`config.mk`:
```
export PLATFORM = sky130hd
export DESIGN_NAME = tvn_mix
export DESIGN_NICKNAME = d
export VERILOG_FILES = /design/src/hw/rtl/assert_macros.svh /design/src/hw/rtl/tvn_pkg.sv /design/src/hw/rtl/tvn_mix.sv
export SDC_FILE = /design/constraint.sdc
export NUM_CORES = 1
export LEC_CHECK = 0
export BUFFER_PORTS_ARGS = -buffer_cell sky130_fd_sc_hd__buf_2
export CAP_MARGIN = 20
export CORE_ASPECT_RATIO = 1.2
export CORE_MARGIN = 1
export CORE_UTILIZATION = 60
export DETAILED_ROUTE_END_ITERATION = 12
export PLACE_DENSITY = 0.78
export RECOVER_POWER = 100
export SYNTH_ARGS = -nofsm -noshare
export SYNTH_HDL_FRONTEND = slang
export SYNTH_SLANG_ARGS = --single-unit
```
`constraint.sdc`:
```
create_clock -name clk -period 13.53 [get_ports clk]
set_clock_uncertainty 0.05 [all_clocks]
set_input_delay 1.353 -clock clk [delete_from_list [all_inputs] [get_ports clk]]
set_output_delay 1.353 -clock clk [all_outputs]
set_load 0.03 [all_outputs]
```
`src/hw/rtl/assert_macros.svh`:
```
// Assertion macros used by the top-level RTL file.
`ifndef ASSERT_MACROS_SVH
`define ASSERT_MACROS_SVH

// Same-cycle implication under active-low reset.
`define TVN_ASSERT_IMP(lbl, clk, rst_n, ante, cons, msg) \
  lbl: assert property (@(posedge clk) disable iff (!rst_n) (ante) |-> (cons)) \
    else $error(msg);

// Next-cycle implication under active-low reset.
`define TVN_ASSERT_NXT(lbl, clk, rst_n, ante, cons, msg) \
  lbl: assert property (@(posedge clk) disable iff (!rst_n) (ante) |=> (cons)) \
    else $error(msg);

`endif

```
`src/hw/rtl/tvn_pkg.sv`:
```
// Types and constants for the terrain value noise generator.
`default_nettype none
package tvn_pkg;

  localparam logic [16:0] Q_ONE = 17'd65536;

  localparam logic [31:0] HASH_X = 32'd374761393;
  localparam logic [31:0] HASH_Z = 32'd668265263;
  localparam logic [31:0] HASH_M = 32'd1274126177;

  localparam int NUM_NOISE = 6;
  localparam int NOISE_F [NUM_NOISE] = '{96, 28, 8, 36, 18, 14};
  localparam logic [31:0] NOISE_SALT [NUM_NOISE] =
    '{32'd17, 32'd53, 32'd131, 32'd181, 32'd227, 32'd269};
  localparam int N_MACRO = 0;
  localparam int N_MEDIUM = 1;
  localparam int N_DETAIL = 2;
  localparam int N_HUMID = 3;
  localparam int N_ROUGH = 4;
  localparam int N_COAST = 5;

  localparam int FR_W = 7;

  localparam logic [15:0] W_MACRO = 16'd36700;
  localparam logic [15:0] W_MEDIUM = 16'd14418;
  localparam logic [15:0] W_RIDGE = 16'd11796;
  localparam logic [15:0] W_ORIGIN = 16'd19661;

  localparam int SQ_RAD_W = 50;
  localparam int SQ_ROOT_W = 25;
  localparam int SQ_REM_W = 27;

  localparam logic [9:0] BIAS_LIM = 10'd402;
  localparam logic [18:0] D2_LIM = 19'd161604;
  localparam logic [SQ_ROOT_W-1:0] R_KNEE = SQ_ROOT_W'(234 * 65536);
  localparam logic [31:0] M_KNEE_DIV = 32'(((64'd1 << 32) + 64'd167) / 64'd168);

  localparam logic [21:0] COAST_LIM = 22'd851968;
  localparam logic [21:0] HUMID_LIM = 22'd720896;
  localparam logic [21:0] ROUGH_LIM = 22'd196608;

  localparam logic [7:0] H_WATER = 8'd62;
  localparam logic [7:0] H_PLAINS = 8'd92;
  localparam logic [7:0] H_FOREST = 8'd148;
  localparam logic [7:0] H_HILL = 8'd200;

  localparam int LAT_NOISE = 9;
  localparam int LAT_BIAS = 3 + SQ_ROOT_W + 5;
  localparam int LAT_MIX = 5;

  typedef enum logic [2:0] {
    TER_WATER  = 3'd0,
    TER_PLAINS = 3'd1,
    TER_FOREST = 3'd2,
    TER_HILL   = 3'd3,
    TER_RIDGE  = 3'd4
  } biome_t;

  typedef struct packed {
    logic [SQ_REM_W-1:0]  rem;
    logic [SQ_ROOT_W-1:0] root;
    logic [SQ_RAD_W-1:0]  rad;
  } sq_t;

endpackage
`default_nettype wire

```
`src/hw/rtl/tvn_mix.sv`:
```
// Weighted mix to height, then biome selection.
`default_nettype none
module tvn_mix import tvn_pkg::*; (
  input  logic        clk,
  input  logic [16:0] macro_n,
  input  logic [16:0] medium_n,
  input  logic [16:0] detail_n,
  input  logic [16:0] humid_n,
  input  logic [16:0] rough_n,
  input  logic [16:0] coast_n,
  input  logic [16:0] bias,
  output logic [7:0]  height,
  output biome_t      biome
);

  logic [17:0] twice;
  logic [17:0] fold;
  logic [16:0] ridged_nxt;
  logic [16:0] macro1_r, medium1_r, ridged1_r, bias1_r;
  logic [32:0] p2_r [4];
  logic [34:0] acc;
  logic [16:0] land_nxt, land3_r;
  logic [25:0] lp;
  logic [7:0] h4_r, height_r;
  logic [2:0] fl_r [4];
  logic [2:0] fl_nxt;
  biome_t biome_nxt, biome_r;

  always_comb begin
    twice = {detail_n, 1'b0};
    fold = (twice >= 18'(Q_ONE)) ? twice - 18'(Q_ONE) : 18'(Q_ONE) - twice;
    ridged_nxt = Q_ONE - fold[16:0];
    fl_nxt[0] = (22'(coast_n) * 22'd25) > COAST_LIM;
    fl_nxt[1] = (22'(humid_n) * 22'd20) > HUMID_LIM;
    fl_nxt[2] = (22'(rough_n) * 22'd5) > ROUGH_LIM;
    acc = 35'(p2_r[0]) + 35'(p2_r[1]) + 35'(p2_r[2]) + 35'(p2_r[3]);
    land_nxt = (acc[34:16] > 19'(Q_ONE)) ? Q_ONE : acc[32:16];
    lp = {land3_r, 8'b0} - 26'(land3_r);
    if (h4_r < H_WATER) begin
      biome_nxt = TER_WATER;
    end else if (h4_r < H_PLAINS) begin
      biome_nxt = fl_r[3][0] ? TER_PLAINS : TER_WATER;
    end else if (h4_r < H_FOREST) begin
      biome_nxt = fl_r[3][1] ? TER_FOREST : TER_PLAINS;
    end else if (h4_r < H_HILL) begin
      biome_nxt = fl_r[3][2] ? TER_RIDGE : TER_HILL;
    end else begin
      biome_nxt = TER_RIDGE;
    end
  end

  always_ff @(posedge clk) begin
    macro1_r <= macro_n;
    medium1_r <= medium_n;
    ridged1_r <= ridged_nxt;
    bias1_r <= bias;
    fl_r[0] <= fl_nxt;
    for (int k = 1; k < 4; k++) begin
      fl_r[k] <= fl_r[k-1];
    end
    p2_r[0] <= 33'(macro1_r) * 33'(W_MACRO);
    p2_r[1] <= 33'(medium1_r) * 33'(W_MEDIUM);
    p2_r[2] <= 33'(ridged1_r) * 33'(W_RIDGE);
    p2_r[3] <= 33'(bias1_r) * 33'(W_ORIGIN);
    land3_r <= land_nxt;
    h4_r <= lp[23:16];
    height_r <= h4_r;
    biome_r <= biome_nxt;
  end

  assign height = height_r;
  assign biome = biome_r;

endmodule
`default_nettype wire

```
Word-level counts from Yosys, hierarchy flattened
Memories as Yosys holds them, arrays and structs flattened. Index checks and enable logic that the tools add are counted.

Multiply operators: 7. Order comparisons: 9. Add/subtract/negate cells: 7. Mux-type cells: 7.

Operators by type and width (number): > comparator 22 x 20 -> 1 bit, second input constant (2); multiplier 17 x 3 -> 20 bit, second input constant (2); adder 34 x 33 -> 35 bit (1); adder 35 x 33 -> 35 bit (1); adder 33 x 33 -> 34 bit (1); subtractor 17 bit, first input constant (2); multiplier 17 x 15 -> 32 bit, second input constant (1); multiplier 17 x 14 -> 31 bit, second input constant (1); multiplier 17 x 13 -> 30 bit, second input constant (1); multiplier 17 x 12 -> 29 bit, second input constant (1); subtractor 24 x 17 -> 24 bit (1); multiplier 17 x 5 -> 22 bit, second input constant (1); > comparator 20 x 18 -> 1 bit, second input constant (1); > comparator 19 x 17 -> 1 bit, second input constant (1); greater-or-equal comparator 18 x 17 -> 1 bit, second input constant (1); 2-to-1 mux 17 bit (1); subtractor 17 bit, second input constant (1); less-than comparator 8 bit, second input constant (2); 2-to-1 mux 3 bit (4); less-than comparator 8 x 6 -> 1 bit, second input constant (1); less-than comparator 8 x 7 -> 1 bit, second input constant (1); 2-to-1 mux 2 bit (1); 2-to-1 mux 1 bit (1).

Word-level logic and storage cells: 40. Flip-flop bits (word level): 104. Memory bits (writable): 144. Memories kept: 2. Input bits: 120.

Memories: p2_r (depth 4, width 33, read ports 4, clocked after memory_dff 0, wr ports 4, line tvn_mix.sv:20) `logic [32:0] p2_r [4];`; fl_r (depth 4, width 3, read ports 4, clocked after memory_dff 0, wr ports 4, line tvn_mix.sv:25) `logic [2:0] fl_r [4];`.

Logic depth before layout (Yosys ltp)
An unclocked memory read counts as a cell.

Depth in word-level cells: 5. Mapped depth: 22. Depth with buffers taken out: 22.

Worst setup path after synthesis
Ideal clock, no wire load.

Kind: reg-to-reg. Start point: register bias1_r[8]. End point: memory p2_r[3][29]. Stages on the path, launching flop included: 21. Data required time: 13.361 ns. Path buffers: 0. Arrival: 5.226 ns. Slack: 8.135 ns. Cell sequence: dfxtp_1 > ha_1 > inv_1 > fa_1 > fa_1 > inv_1 > fa_1 > fa_1 > inv_1 > fa_1 > inv_1 > ha_1 > o21a_1 > o2111ai_1 > a31o_2 > a211oi_2 > nor3_1 > o31ai_1 > a21o_1 > a21oi_1 > xnor2_1.

RTL lines: from (decl) (line tvn_mix.sv:19) `logic [16:0] macro1_r, medium1_r, ridged1_r, bias1_r;`; from (signal assigned) (line tvn_mix.sv:56) `bias1_r <= bias;`; to (decl) (line tvn_mix.sv:20).

==> results.json <==
{
  "max_freq_mhz": 165.4,
  "antenna_found_initial": 0,
  "cts_tree": "built",
  "critPathTopFamily": "adder cells",
  "slew_violations": 0,
  "synth_cells": 2979,
  "vias": 20350,
  "crit_end": "p2_r[3][31]$_DFF_P_",
  "place_congestion": 0.9253,
  "critPathRequiredTime_ns": 13.98,
  "ios": 131,
  "setup_viol": 0,
  "die_h_um": 241.6,
  "period_needed_ns": 6.046,
  "cts_setup_buffers": 0,
  "firstDrtPassIters": 5,
  "clk_path_buf_depth": 3,
  "yosys_warnings": 0,
  "avgSynthCellArea_sq_um": 9.639,
  "cpPeakStageDelay_ns": 0.57,
  "max_cap_violations": 0,
  "path_buf_inv": 4,
  "min_path_type": "reg2reg",
  "dieArea_sq_um": 48740,
  "relSlewSlack_pct": 15.75,
  "drive_above_1_share_pct": 6.010,
  "ys_async_sr_fraction_pct": 0,
  "synth_edf_count": 0,
  "synth.net_count": 4054,
  "reg2reg_to": "p2_r[3][31]$_DFF_P_",
  "whs_path_depth": 0,
  "grt.total_usage_pct": 26.29,
  "cp_common_cell": "fa_1",
  "cts_root_buf": "clkbuf_16",
  "cts_inserted_buffers": 27,
  "arrival_ns": 6.50,
  "r2r_setup_slack_ns": 7.48,
  "htree_levels": 1,
  "fp.coreArea_sq_um": 47130,
  "start_util_pct": 60.92,
  "min_period_over_period_pct": 44.69,
  "ant_nets": 0,
  "wl_per_cell_um": 16.29,
  "r2r-start": "bias1_r[9]$_DFF_P_",
  "grt_max_degree": 18,
  "syn_area_sq_um": 28720,
  "synth-seq-area-share_pct": 16.38,
  "crit_type": "reg2reg",
  "cts_hold_buf": 0,
  "path_cells": "ha_1 -> inv_1 -> fa_1 -> fa_1 -> inv_1 -> fa_1 -> fa_1 -> inv_1 -> fa_1 -> inv_1 -> ha_1 -> o21a_1 -> o2111ai_1 -> a31o_2 -> a211oi_1 -> nor3_1 -> o31ai_1 -> a21boi_0 -> o21bai_1 -> xor2_1",
  "layout_commonest_cell": "inv_1",
  "cp-start-kind": "flop",
  "timing.setup.tns_ns": 0,
  "crit_path_max_fanout": 6,
  "drt-total-wl_um": 61370,
  "path_clk_slew_ns": 0.06,
  "cts.sinks": 235,
  "end_kind": "flop",
  "drtIter0Drc": 714,
  "final_cell_mix": "inv_1, ha_1, fa_1",
  "vias_per_cell": 5.402,
  "reg2reg_depth": 20,
  "grt_pass1_vias": 21760,
  "fp.dieW_um": 201.7,
  "worstMarginPinSlew_ns": 1.264,
  "ys_ff_latch": 235,
  "outcome": "finished, final reports clean",
  "finalHoldViolCount": 0,
  "num_rows": 87,
  "syn_to_final_growth_pct": 7.499,
  "cp.depth": 20,
  "grt-ovfl-total": 0,
  "synth_cell_type_count": 91,
  "grt_pass1_wl_um": 104900,
  "n_antenna_cell": 0,
  "place_hpwl_um": 53440,
  "synth-main-ff-cell": "dfxtp_1",
  "post_cts_resized": 0,
  "place.port_buffers": 130,
  "rsz0062_at_grt": "no",
  "crit_slowest_cell": "fa_1",
  "route.detailed.drc": 0,
  "crit_path_start": "bias1_r[9]$_DFF_P_",
  "clk_latency_ns": 0.58,
  "nets": 4200
}
## sequential cells by signal (all words and copies together), names as in the netlist
signal and count:
ridged1_r 16, macro1_r 17, h4_r 8, land3_r 17, height 8, medium1_r 17
biome 3, p2_r 120, fl_r 12, bias1_r 17
## worst min-delay path by stage
stage	start	to	slack [ns]
after CTS	fl_r[0][2]$_DFF_P_	fl_r[1][2]$_DFF_P_	0.28
after global routing	fl_r[0][1]$_DFF_P_	fl_r[1][1]$_DFF_P_	0.29
after global placement	fl_r[2][0]$_DFF_P_	fl_r[3][0]$_DFF_P_	0.26
after floorplan	fl_r[0][0]$_DFF_P_	fl_r[1][0]$_DFF_P_	0.26
after detailed placement	fl_r[0][2]$_DFF_P_	fl_r[1][2]$_DFF_P_	0.26
final	fl_r[1][2]$_DFF_P_	fl_r[2][2]$_DFF_P_	0.28
## per-layer routing
| metal | up-vias | GRT usage (%) | share of wire, % |
|---|---|---|---|
| met2 | 343 | 49.18 | 52 |
| li1 | 10080 | - | - |
| met4 | 0 | 7.932 | 3.0 |
| met3 | 97 | 2.102 | 2.5 |
| met5 | - | 0 | 0 |
| met1 | 9830 | 31.78 | 42 |
## final cells by class
| class | instances | area (sq um) |
|---|---|---|
| clock buffer | 31 | 720.7 |
| multi-input combinational | 2013 | 21150 |
| tap | 623 | 779.5 |
| timing repair buffer | 130 | 628.1 |
| sequential | 235 | 4705 |
| clock inverter | 18 | 186.4 |
| inverter | 718 | 2695 |
| fill | 3754 | 16270 |
## cell usage after synthesis (all sizes together) (4+ instances only)
master / n / area [sq um]
o21a: 31 / 234.0
o22ai: 6 / 37.54
nor2b: 14 / 87.58
o311ai: 4 / 42.55
o31a: 6 / 52.55
a211o: 12 / 106.4
o21bai: 22 / 165.2
inv: 718 / 2695
nand2b: 22 / 137.6
and3: 18 / 112.6
a21boi: 6 / 45.04
clkbuf: 10 / 37.54
a31o: 5 / 43.80
xnor2: 106 / 935.9
nand4: 16 / 100.1
xor2: 50 / 437.9
dfxtp: 235 / 4705
nor2: 122 / 457.9
o2111ai: 8 / 76.32
a21o: 52 / 390.4
a31oi: 18 / 112.6
fa: 335 / 6706
and2: 9 / 56.30
o21ai: 74 / 377.9
nor3: 49 / 266.5
or2: 13 / 81.33
ha: 620 / 7757
o211ai: 15 / 117.6
nand3: 29 / 145.1
a2111oi: 5 / 57.56
o31ai: 12 / 90.09
and4: 4 / 35.03
a211oi: 23 / 197.7
mux2i: 7 / 70.07
nor3b: 5 / 37.54
a21oi: 141 / 713.2
nand2: 77 / 291.5
nor4: 9 / 77.57
or3: 14 / 87.58
## cells by family (layout without fill, tap and decap cells)
group	Yosys count	after routing	synth area share [%]
DFF	235	235	16.38
muxes	10	10	0.3617
xor gates and xnor gates	156	156	4.784
and+or+nand+nor	415	415	7.281
AOI/OAI and AO/OA	477	477	11.25
buffers and inverters	731	897	9.569
adders and majority gates	955	955	50.37
## metrics by stage
stage	worst slack, ns	hold WS (ns)	util, %	instance area [sq um]	cells
2_1_floorplan	8.135	0.2596	-	28720	2979
3_3_place_gp	7.803	0.2614	63.84	30090	3719
3_5_place_dp	7.668	0.2644	63.84	30090	3719
4_1_cts	7.630	0.2787	65.77	31000	3768
5_1_grt	7.105	0.2863	65.49	30870	3768
6_report	7.484	0.2766	65.49	30870	3768
Power is not shown: default switching activity piles up to over one toggle a cycle in this logic, so the estimate is an artifact.
