`src/hw/rtl/assert_macros.svh`:
```
// Assertion macros used by the top-level RTL file.
`ifndef ASSERT_MACROS_SVH
`define ASSERT_MACROS_SVH

// Same-cycle implication under active-low reset.
`define TVN_ASSERT_IMP(lbl, clk, rst_n, ante, cons, msg) \
  lbl: assert property (@(posedge clk) disable iff (!rst_n) (ante) |-> (cons)) \
    else $error(msg);

// Next-cycle implication under active-low reset.
`define TVN_ASSERT_NXT(lbl, clk, rst_n, ante, cons, msg) \
  lbl: assert property (@(posedge clk) disable iff (!rst_n) (ante) |=> (cons)) \
    else $error(msg);

`endif

```
`src/hw/rtl/tvn_pkg.sv`:
```
// Types and constants for the terrain value noise generator.
`default_nettype none
package tvn_pkg;

  localparam logic [16:0] Q_ONE = 17'd65536;

  localparam logic [31:0] HASH_X = 32'd374761393;
  localparam logic [31:0] HASH_Z = 32'd668265263;
  localparam logic [31:0] HASH_M = 32'd1274126177;

  localparam int NUM_NOISE = 6;
  localparam int NOISE_F [NUM_NOISE] = '{96, 28, 8, 36, 18, 14};
  localparam logic [31:0] NOISE_SALT [NUM_NOISE] =
    '{32'd17, 32'd53, 32'd131, 32'd181, 32'd227, 32'd269};
  localparam int N_MACRO = 0;
  localparam int N_MEDIUM = 1;
  localparam int N_DETAIL = 2;
  localparam int N_HUMID = 3;
  localparam int N_ROUGH = 4;
  localparam int N_COAST = 5;

  localparam int FR_W = 7;

  localparam logic [15:0] W_MACRO = 16'd36700;
  localparam logic [15:0] W_MEDIUM = 16'd14418;
  localparam logic [15:0] W_RIDGE = 16'd11796;
  localparam logic [15:0] W_ORIGIN = 16'd19661;

  localparam int SQ_RAD_W = 50;
  localparam int SQ_ROOT_W = 25;
  localparam int SQ_REM_W = 27;

  localparam logic [9:0] BIAS_LIM = 10'd402;
  localparam logic [18:0] D2_LIM = 19'd161604;
  localparam logic [SQ_ROOT_W-1:0] R_KNEE = SQ_ROOT_W'(234 * 65536);
  localparam logic [31:0] M_KNEE_DIV = 32'(((64'd1 << 32) + 64'd167) / 64'd168);

  localparam logic [21:0] COAST_LIM = 22'd851968;
  localparam logic [21:0] HUMID_LIM = 22'd720896;
  localparam logic [21:0] ROUGH_LIM = 22'd196608;

  localparam logic [7:0] H_WATER = 8'd62;
  localparam logic [7:0] H_PLAINS = 8'd92;
  localparam logic [7:0] H_FOREST = 8'd148;
  localparam logic [7:0] H_HILL = 8'd200;

  localparam int LAT_NOISE = 9;
  localparam int LAT_BIAS = 3 + SQ_ROOT_W + 5;
  localparam int LAT_MIX = 5;

  typedef enum logic [2:0] {
    TER_WATER  = 3'd0,
    TER_PLAINS = 3'd1,
    TER_FOREST = 3'd2,
    TER_HILL   = 3'd3,
    TER_RIDGE  = 3'd4
  } biome_t;

  typedef struct packed {
    logic [SQ_REM_W-1:0]  rem;
    logic [SQ_ROOT_W-1:0] root;
    logic [SQ_RAD_W-1:0]  rad;
  } sq_t;

endpackage
`default_nettype wire

```
`src/hw/rtl/tvn_smooth.sv`:
```
// Two-stage smoothstep on a Q16 value.
`default_nettype none
module tvn_smooth import tvn_pkg::*; (
  input  logic        clk,
  input  logic [16:0] t,
  output logic [16:0] s
);

  logic [16:0] tc_nxt, tc_r;
  logic [33:0] tt_nxt, tt_r;
  logic [17:0] w;
  logic [51:0] p;
  logic [16:0] s_r;

  always_comb begin
    tc_nxt = (t > Q_ONE) ? Q_ONE : t;
    tt_nxt = 34'(tc_nxt) * 34'(tc_nxt);
    w = 18'd196608 - {tc_r, 1'b0};
    p = 52'(tt_r) * 52'(w);
  end

  always_ff @(posedge clk) begin
    tc_r <= tc_nxt;
    tt_r <= tt_nxt;
    s_r <= p[48:32];
  end

  assign s = s_r;

endmodule
`default_nettype wire

```
`src/hw/rtl/tvn_isqrt.sv`:
```
// Pipelined integer square root, one result bit per stage.
`default_nettype none
module tvn_isqrt import tvn_pkg::*; (
  input  logic                 clk,
  input  logic [SQ_RAD_W-1:0]  rad,
  output logic [SQ_ROOT_W-1:0] root
);

  function automatic sq_t sq_step(input sq_t a);
    sq_t b;
    logic [SQ_REM_W-1:0] sh;
    logic [SQ_REM_W-1:0] tr;
    sh = {a.rem[SQ_REM_W-3:0], a.rad[SQ_RAD_W-1 -: 2]};
    tr = {a.root, 2'b01};
    if (sh >= tr) begin
      b.rem = sh - tr;
      b.root = {a.root[SQ_ROOT_W-2:0], 1'b1};
    end else begin
      b.rem = sh;
      b.root = {a.root[SQ_ROOT_W-2:0], 1'b0};
    end
    b.rad = {a.rad[SQ_RAD_W-3:0], 2'b00};
    return b;
  endfunction

  sq_t st_r [SQ_ROOT_W];
  sq_t st_in;

  assign st_in = '{rem: '0, root: '0, rad: rad};

  always_ff @(posedge clk) begin
    st_r[0] <= sq_step(st_in);
    for (int k = 1; k < SQ_ROOT_W; k++) begin
      st_r[k] <= sq_step(st_r[k-1]);
    end
  end

  assign root = st_r[SQ_ROOT_W-1].root;

endmodule
`default_nettype wire

```
`src/hw/rtl/tvn_bias.sv`:
```
// Radial origin bias: squared distance, square root, falloff and smoothstep.
`default_nettype none
module tvn_bias import tvn_pkg::*; #(
  parameter int WW = 21
) (
  input  logic                 clk,
  input  logic signed [WW-1:0] wx,
  input  logic signed [WW-1:0] wz,
  output logic [16:0]          bias
);

  logic [WW-1:0] mx, mz;
  logic [8:0] m1_r [2];
  logic far1_r, far2_r, far3_r;
  logic [18:0] d2_r;
  logic [SQ_RAD_W-1:0] rad3_r;
  logic [SQ_ROOT_W-1:0] root;
  logic far_d_r [SQ_ROOT_W];
  logic [SQ_ROOT_W-1:0] diff_nxt, diff_r;
  logic farc_r;
  logic [49:0] up;
  logic [16:0] u_nxt, u_r, s;
  logic [16:0] bias_r;

  always_comb begin
    mx = wx[WW-1] ? (~wx + 1'b1) : wx;
    mz = wz[WW-1] ? (~wz + 1'b1) : wz;
    diff_nxt = (root > R_KNEE) ? root - R_KNEE : '0;
    up = 50'(diff_r) * 50'(M_KNEE_DIV);
    u_nxt = farc_r ? Q_ONE : {1'b0, up[47:32]};
  end

  tvn_isqrt u_isqrt (
    .clk  (clk),
    .rad  (rad3_r),
    .root (root)
  );

  tvn_smooth u_smooth (
    .clk (clk),
    .t   (u_r),
    .s   (s)
  );

  always_ff @(posedge clk) begin
    m1_r[0] <= mx[8:0];
    m1_r[1] <= mz[8:0];
    far1_r <= (mx >= WW'(BIAS_LIM)) || (mz >= WW'(BIAS_LIM));
    d2_r <= 19'(m1_r[0]) * 19'(m1_r[0]) + 19'(m1_r[1]) * 19'(m1_r[1]);
    far2_r <= far1_r;
    far3_r <= far2_r || (d2_r >= D2_LIM);
    rad3_r <= {d2_r[17:0], 32'b0};
    far_d_r[0] <= far3_r;
    for (int k = 1; k < SQ_ROOT_W; k++) begin
      far_d_r[k] <= far_d_r[k-1];
    end
    diff_r <= diff_nxt;
    farc_r <= far_d_r[SQ_ROOT_W-1];
    u_r <= u_nxt;
    bias_r <= Q_ONE - s;
  end

  assign bias = bias_r;

endmodule
`default_nettype wire

```
`config.mk`:
```
export PLATFORM = sky130hd
export DESIGN_NAME = tvn_bias
export DESIGN_NICKNAME = d
export VERILOG_FILES = /design/src/hw/rtl/assert_macros.svh /design/src/hw/rtl/tvn_pkg.sv /design/src/hw/rtl/tvn_smooth.sv /design/src/hw/rtl/tvn_isqrt.sv /design/src/hw/rtl/tvn_bias.sv
export SDC_FILE = /design/constraint.sdc
export NUM_CORES = 2
export LEC_CHECK = 0
export BUFFER_PORTS_ARGS = -buffer_cell sky130_fd_sc_hd__clkbuf_2
export CAP_MARGIN = 25
export CORE_UTILIZATION = 40
export CTS_CLUSTER_DIAMETER = 100
export DETAILED_ROUTE_END_ITERATION = 8
export PLACE_DENSITY = 0.62
export SKIP_CTS_REPAIR_TIMING = 1
export SLEW_MARGIN = 20
export SYNTH_ARGS = -nofsm -noshare
export SYNTH_HDL_FRONTEND = slang
export SYNTH_SLANG_ARGS = --single-unit
```
`constraint.sdc`:
```
create_clock -name clk -period 19 [get_ports clk]
set_input_delay 5.7 -clock clk [delete_from_list [all_inputs] [get_ports clk]]
set_output_delay 5.7 -clock clk [all_outputs]
set_load 0.01 [all_outputs]
```
Yosys cells after proc, flatten, opt, wreduce, memory -nomap -nowiden
Memories as Yosys holds them, arrays and structs flattened. A register that Yosys moved wholly into a read port is not among the register bits.
Cells that the tools add are included.

operators by class
  reductions and logical operators = 2
  add/sub/neg operators = 31
  $lt $le $gt $ge = 30
  multiplexer cells = 29
  bitwise operators = 2
  multiply operators = 5

operators by type and width
  cell                                                                                    count
  52-bit 2-to-1 mux                                                                       25
  27-bit greater-or-equal comparator                                                      24
  27-bit subtractor                                                                       24
  34-bit by 18-bit multiplier with 49-bit output                                          1
  25-bit by 24-bit multiplier with 47-bit output (second input constant)                  1
  21-bit by 1-bit adder with 21-bit output (second input constant)                        2
  21-bit by 9-bit greater-or-equal comparator with 1-bit output (second input constant)   2
  21-bit 2-to-1 mux                                                                       2
  21-bit inverter                                                                         2
  9-bit by 9-bit multiplier with 18-bit output                                            2
  17-bit by 17-bit multiplier with 34-bit output                                          1
  17-bit 2-to-1 mux                                                                       2
  25-bit by 24-bit > comparator with 1-bit output (second input constant)                 1
  25-bit by 24-bit subtractor with 25-bit output (second input constant)                  1
  18-bit by 18-bit adder with 19-bit output                                               1
  19-bit by 18-bit greater-or-equal comparator with 1-bit output (second input constant)  1
  18-bit subtractor (first input constant)                                                1
  17-bit > comparator (second input constant)                                             1
  17-bit subtractor (first input constant)                                                1
  2-bit by 1-bit subtractor with 3-bit output (second input constant)                     1
  2-bit by 1-bit greater-or-equal comparator with 1-bit output (second input constant)    1
  1-bit logical OR                                                                        2

word-level totals
  word-level logic and storage cells = 114
  bits of input ports = 43
  memories kept = 3
  bits in registers = 167
  output and inout port bits = 17
  RAM bits = 2543

memory list
  name          depth  width  read ports  clocked after Yosys merged registers in  wr ports  line             RTL
  u_isqrt.st_r  25     100    25          0                                        25        tvn_isqrt.sv:26  sq_t st_r [SQ_ROOT_W];
  far_d_r       25     1      25          1                                        25        tvn_bias.sv:18   logic far_d_r [SQ_ROOT_W];
  m1_r          2      9      2           0                                        2         tvn_bias.sv:13   logic [8:0] m1_r [2];

Logic depth before layout (Yosys ltp)
  depth after elaboration = 5
  gate-level depth with buffers = 32
  depth with buffers taken out = 29

Hierarchy
From an unflattened synthesis, not the netlist that was laid out.

second synthesis, totals
  cells, all modules = 9952
  area, all modules = 97036.8 um2

by module, submodules not included
  module      area an instance (um2)  sequential area each (um2)  instances  cells each
  tvn_isqrt   53762.8                 29868.6                     1          5241
  tvn_smooth  26485.4                 1321.3                      1          2936
  tvn_bias    16788.6                 2862.7                      1          1775

Worst setup path before layout
No wires, ideal clock.

  path kind = in2reg
  start = input port wz[1]
  end = register far1_r
  path buffers = 0
  arrival = 7.814 ns
  stages on the path = 8
  required time = 18.866 ns
  library setup time = 0.134 ns
  slack = 11.051 ns
  cell sequence = or2_2 or4_1 or3_1 or4_1 o21ai_0 a32oi_1 nor4b_1 nand4_1

between the ends
  word-level cells in the longest chain between the ends = 5

ends and longest elaborated chain
  element                                                            line            RTL
  start, declared                                                    tvn_bias.sv:8   input logic signed [WW-1:0] wz,
  21-bit inverter                                                    tvn_bias.sv:27  mz = wz[WW-1] ? (~wz + 1'b1) : wz;
  21-bit by 1-bit adder with 21-bit output                           tvn_bias.sv:27
  21-bit 2-to-1 mux (*)                                              tvn_bias.sv:27
  21-bit by 9-bit greater-or-equal comparator with 1-bit output (*)  tvn_bias.sv:48  far1_r <= (mx >= WW'(BIAS_LIM)) || (mz >= WW'(BIAS_LIM));
  1-bit logical OR (*)                                               tvn_bias.sv:48
  end signal, assigned                                               tvn_bias.sv:48
  end, declared                                                      tvn_bias.sv:14  logic far1_r, far2_r, far3_r;

Every way passes the cells marked *; elsewhere a longest branch is shown, timed or not.
A chain may end at the register's enable or synchronous reset.

Worst setup path in the final report
  start = register u_smooth.tc_r[0]
  end = register u_smooth.s_r[16], in the netlist u_smooth.s[16]

between the ends
  word-level cells in the longest chain between the ends = 2

ends and longest elaborated chain
  element                                         line              RTL
  start, declared                                 tvn_smooth.sv:9   logic [16:0] tc_nxt, tc_r;
  start signal, assigned                          tvn_smooth.sv:23  tc_r <= tc_nxt;
  18-bit subtractor                               tvn_smooth.sv:18  w = 18'd196608 - {tc_r, 1'b0};
  34-bit by 18-bit multiplier with 49-bit output  tvn_smooth.sv:19  p = 52'(tt_r) * 52'(w);
  named net u_smooth.p[48]                        tvn_smooth.sv:12  logic [51:0] p;
  end signal, assigned                            tvn_smooth.sv:25  s_r <= p[48:32];
  end, declared                                   tvn_smooth.sv:13  logic [16:0] s_r;

The timed path passes the listed nets, and every way through them passes these cells.

==> results.md <==
* Status: finished clean
* RePlAce Congestion at 0.912
* Total of max-cap violations at 0
* WHS Path Cells at 0
* Final min period at 9.31 ns
* Post-synth top area share at 28.2%
* CTS tree: yes
* First-pass DRT Iterations at 5
* #FFs+latches synth at 1,158
* Reg clk slew, reported paths at 0.06 ns
* Row cnt at 166
* Delay-heaviest family, CP: adder cells
* Synth cell types at 84
* Primary FF master, synth: dfxtp_1
* Reg2Reg Depth at 27
* DR WL/cell at 15.9 microns
* Total track usage at 18.0%
* Switching Power at 6.33 mW
* Switching share of power at 43.0%
* Via Count at 56,900
* Share of power burned in the clock network at 16.4%
* Final setup TNS at 0 ns
* First-pass GRT wire length at 302,000 microns
* Core box area at 204,000 sq um
* Vias/cell at 4.95
* CTS root buffer: clkbuf_16
* Drc violations at 0
* Post-Route Skew at 0.0754 ns
* Max Clk Rate at 107 MHz
* Area growth from synthesis to layout at 9.52%
* Tcrit/Tclk final at 49.0%
* Worst Setup Start Kind: flip-flop
* Worst R2R Setup Slack at 9.69 ns
* RSZ-0062 raised after global routing: no
* Hold Vio Cnt, Final at 0
* Worst Hold Class: reg2reg
* Vias in the first global route at 60,500
* WHS Endpoint: u_isqrt.st_r[1][365]$_DFF_P_
* Kind of end point of the critical path: flip-flop
* Initial antenna violation count at 3
* Seq pwr share at 24.9%
* Worst-Skew Late Latency at 0.77 ns
* Cts bufs inserted at 117
* Relative slew margins at 27.7%
* Comb power frac at 58.7%
* Setup-failing EPs final at 0
* Total wire length at 182,000 microns
* H-tree depth at 3
* Syn Area/Cell at 9.50 sq um
* Die width at 455 microns
* Synth Warn # at 0
* Clock net sink count at 1,158
* VDD IR-drop max at 0.417 mV
* CTS max path bufs at 3
* Layout filler cell count at 19,600
* Post-DRT Antenna Nets at 0
* Initial Util at 40.2%
* FFs w/ async S/R, synth at 0%
* Power Dens Cells at 164 nW/um^2
* WP data required at 19.65 ns
* Kind of critical path: reg2reg
* Worst path max stage delay at 0.87 ns
* IO buf count at 59
* Pint at 8.39 mW
* # IOs at 60
* Top cells by area, synth: dfxtp_1 (28%), fa_1 (22%), ha_1 (13%)
* Reg2reg end: u_smooth.s[16]$_DFF_P_
* Gate Count Post-Synth at 8,657
* Design area at 90,000 sq um
* CP Data Arrival Time at 9.96 ns
* Worst-path fanout max at 42
* Grt ovf at 0
* Worst Tran Pin Value at 1.08 ns
* NumNets Final at 10,500
* Slowest-stage cell, CP: xor2_4
* Die ar. at 207,000 sq um
* Buf+Inv Stages, Crit Path at 4
* Largest net degree at the start of global routing at 43
* Starting DRT DRC Count at 2,509
* Share of cells above drive strength 1 at 5.66%
* CP most frequent cell: fa_1
* Final Max Tran Viols at 0
* Area leader, netlist: dfxtp_1
* Post-route total power at 14.7 mW
* DIE HEIGHT at 455 microns
* HP Start: u_isqrt.st_r[1][264]$_DFF_P_
* Hold WS at 0.298 ns
* Reg-to-reg startpoint: u_smooth.tc_r[0]$_DFF_P_
* Sequential share of the synthesized area at 28.2%
* DP HPWL at 146,000 microns
* Number of enable flip-flop cells after synthesis at 0
* Synth Cell Area at 82,200 sq um
* P_leak at 45.8 nW
* Area after DPL at 85,800 sq um
## layout by cell type (no fill, tap or decap), drive strengths merged, types with 27 or more instances in the layout
cell type,Yosys,final
nand3,72,72
dfxtp,1158,1158
or4,39,39
o21bai,48,48
o21ai,245,245
inv,1633,1637
nor4,79,79
buf,7,58
o31ai,38,38
a21o,127,127
clkinv,1,30
mux2,103,103
a31oi,27,27
ha,847,847
xor2,211,211
xnor2,343,343
nand2b,59,59
nand2,754,754
nor2b,74,74
a21oi,332,332
fa,900,900
clkbuf,191,223
or3,56,56
and2,328,328
a211oi,29,29
or2,29,29
nor3,156,156
nor2,391,391
and3,43,43
nand4,40,40
o21a,62,62
## final cells by class
type / instances / area (sq um) / share of cell area [%]
clock inverter: 56 / 743 / 0.825
clock buffer: 164 / 3450 / 3.83
sequential: 1158 / 23200 / 25.7
inverter: 1634 / 6130 / 6.81
antenna: 3 / 7.51 / 0.00834
multi-input combinational: 5690 / 52400 / 58.2
timing repair buffer: 117 / 738 / 0.820
tap: 2688 / 3360 / 3.74
## power groups by stage
stage          logic (mW)  clock network (mW)  registers, mW
3_3_place_gp         8.55                   0           3.71
5_1_grt              10.0                2.58           3.75
6_report             8.65                2.41           3.67
3_5_place_dp         8.75                   0           3.72
2_1_floorplan        6.52                   0           3.51
4_1_cts              8.85                2.47           3.68
## sequential cells by signal, summed over array words and instances (netlist names), 17 cells and up
signal	cells
rad3_r	18
u_isqrt.st_r	949
m1_r	18
u_smooth.tt_r	32
u_smooth.tc_r	17
far_d_r	25
d2_r	19
u_r	17
u_smooth.s	17
bias	17
diff_r	25
## cell families (layout without fill, tap and decap cells)
family / after synthesis / after routing / share of synthesized area (%)
compound gates: 1070 / 1070 / 8.19
xor+xnor: 554 / 554 / 5.90
fa+ha+maj: 1747 / 1747 / 34.8
buf+inv: 1832 / 1971 / 8.38
flops: 1158 / 1158 / 28.2
mux: 108 / 108 / 1.47
other cells: 2 / 28 / 0.00913
simple gates: 2186 / 2186 / 13.1
## cell usage after synthesis, types with 37 or more instances
| cell | count |
|---|---|
| o31ai_1 | 38 |
| xnor2_1 | 343 |
| and3_1 | 43 |
| nand3_1 | 72 |
| xor2_1 | 211 |
| ha_1 | 847 |
| fa_1 | 900 |
| dfxtp_1 | 1158 |
| nand4_1 | 40 |
| nor2_1 | 391 |
| o21a_1 | 62 |
| nor4_1 | 79 |
| inv_1 | 1632 |
| mux2_2 | 103 |
| o21bai_1 | 48 |
| nor2b_1 | 74 |
| o21ai_0 | 244 |
| nand2_1 | 754 |
| or4_1 | 37 |
| a21o_1 | 127 |
| and2_1 | 326 |
| nor3_1 | 155 |
| a21oi_1 | 332 |
| or3_1 | 55 |
| nand2b_1 | 59 |
| clkbuf_1 | 191 |
## how the worst max path moves through the flow
stage | cells after the start | endpoint | slack, ns | start
after detailed placement | 27 | u_smooth.s[16]$_DFF_P_ | 9.75 | u_smooth.tc_r[0]$_DFF_P_
after global placement | 27 | u_smooth.s[16]$_DFF_P_ | 9.85 | u_smooth.tc_r[0]$_DFF_P_
after floorplan | 8 | far1_r$_DFF_P_ | 11.05 | wz[1]
final | 27 | u_smooth.s[16]$_DFF_P_ | 9.69 | u_smooth.tc_r[0]$_DFF_P_
after global routing | 27 | u_smooth.s[16]$_DFF_P_ | 9.14 | u_smooth.tc_r[0]$_DFF_P_
after CTS | 27 | u_smooth.s[16]$_DFF_P_ | 9.72 | u_smooth.tc_r[0]$_DFF_P_
## per-stage QoR
| stage | util [%] | instances | setup WS (ns) |
|---|---|---|---|
| after floorplan | - | 8680 | 11.05 |
| after global placement | 42.0 | 11300 | 9.85 |
| after detailed placement | 42.0 | 11300 | 9.75 |
| final | 44.1 | 11500 | 9.69 |
| after global routing | 44.1 | 11500 | 9.14 |
| after CTS | 44.1 | 11500 | 9.72 |
## metal layers
layer / up-vias / share of wire (%) / GRT usage, %
met5: - / 0.0071 / 0
met4: 2 / 3.6 / 6.41
met3: 378 / 4.0 / 2.57
met2: 1146 / 53 / 34.1
met1: 27800 / 40 / 20.1
li1: 27600 / - / -
No activity file was read; power rests on OpenSTA's default activity.
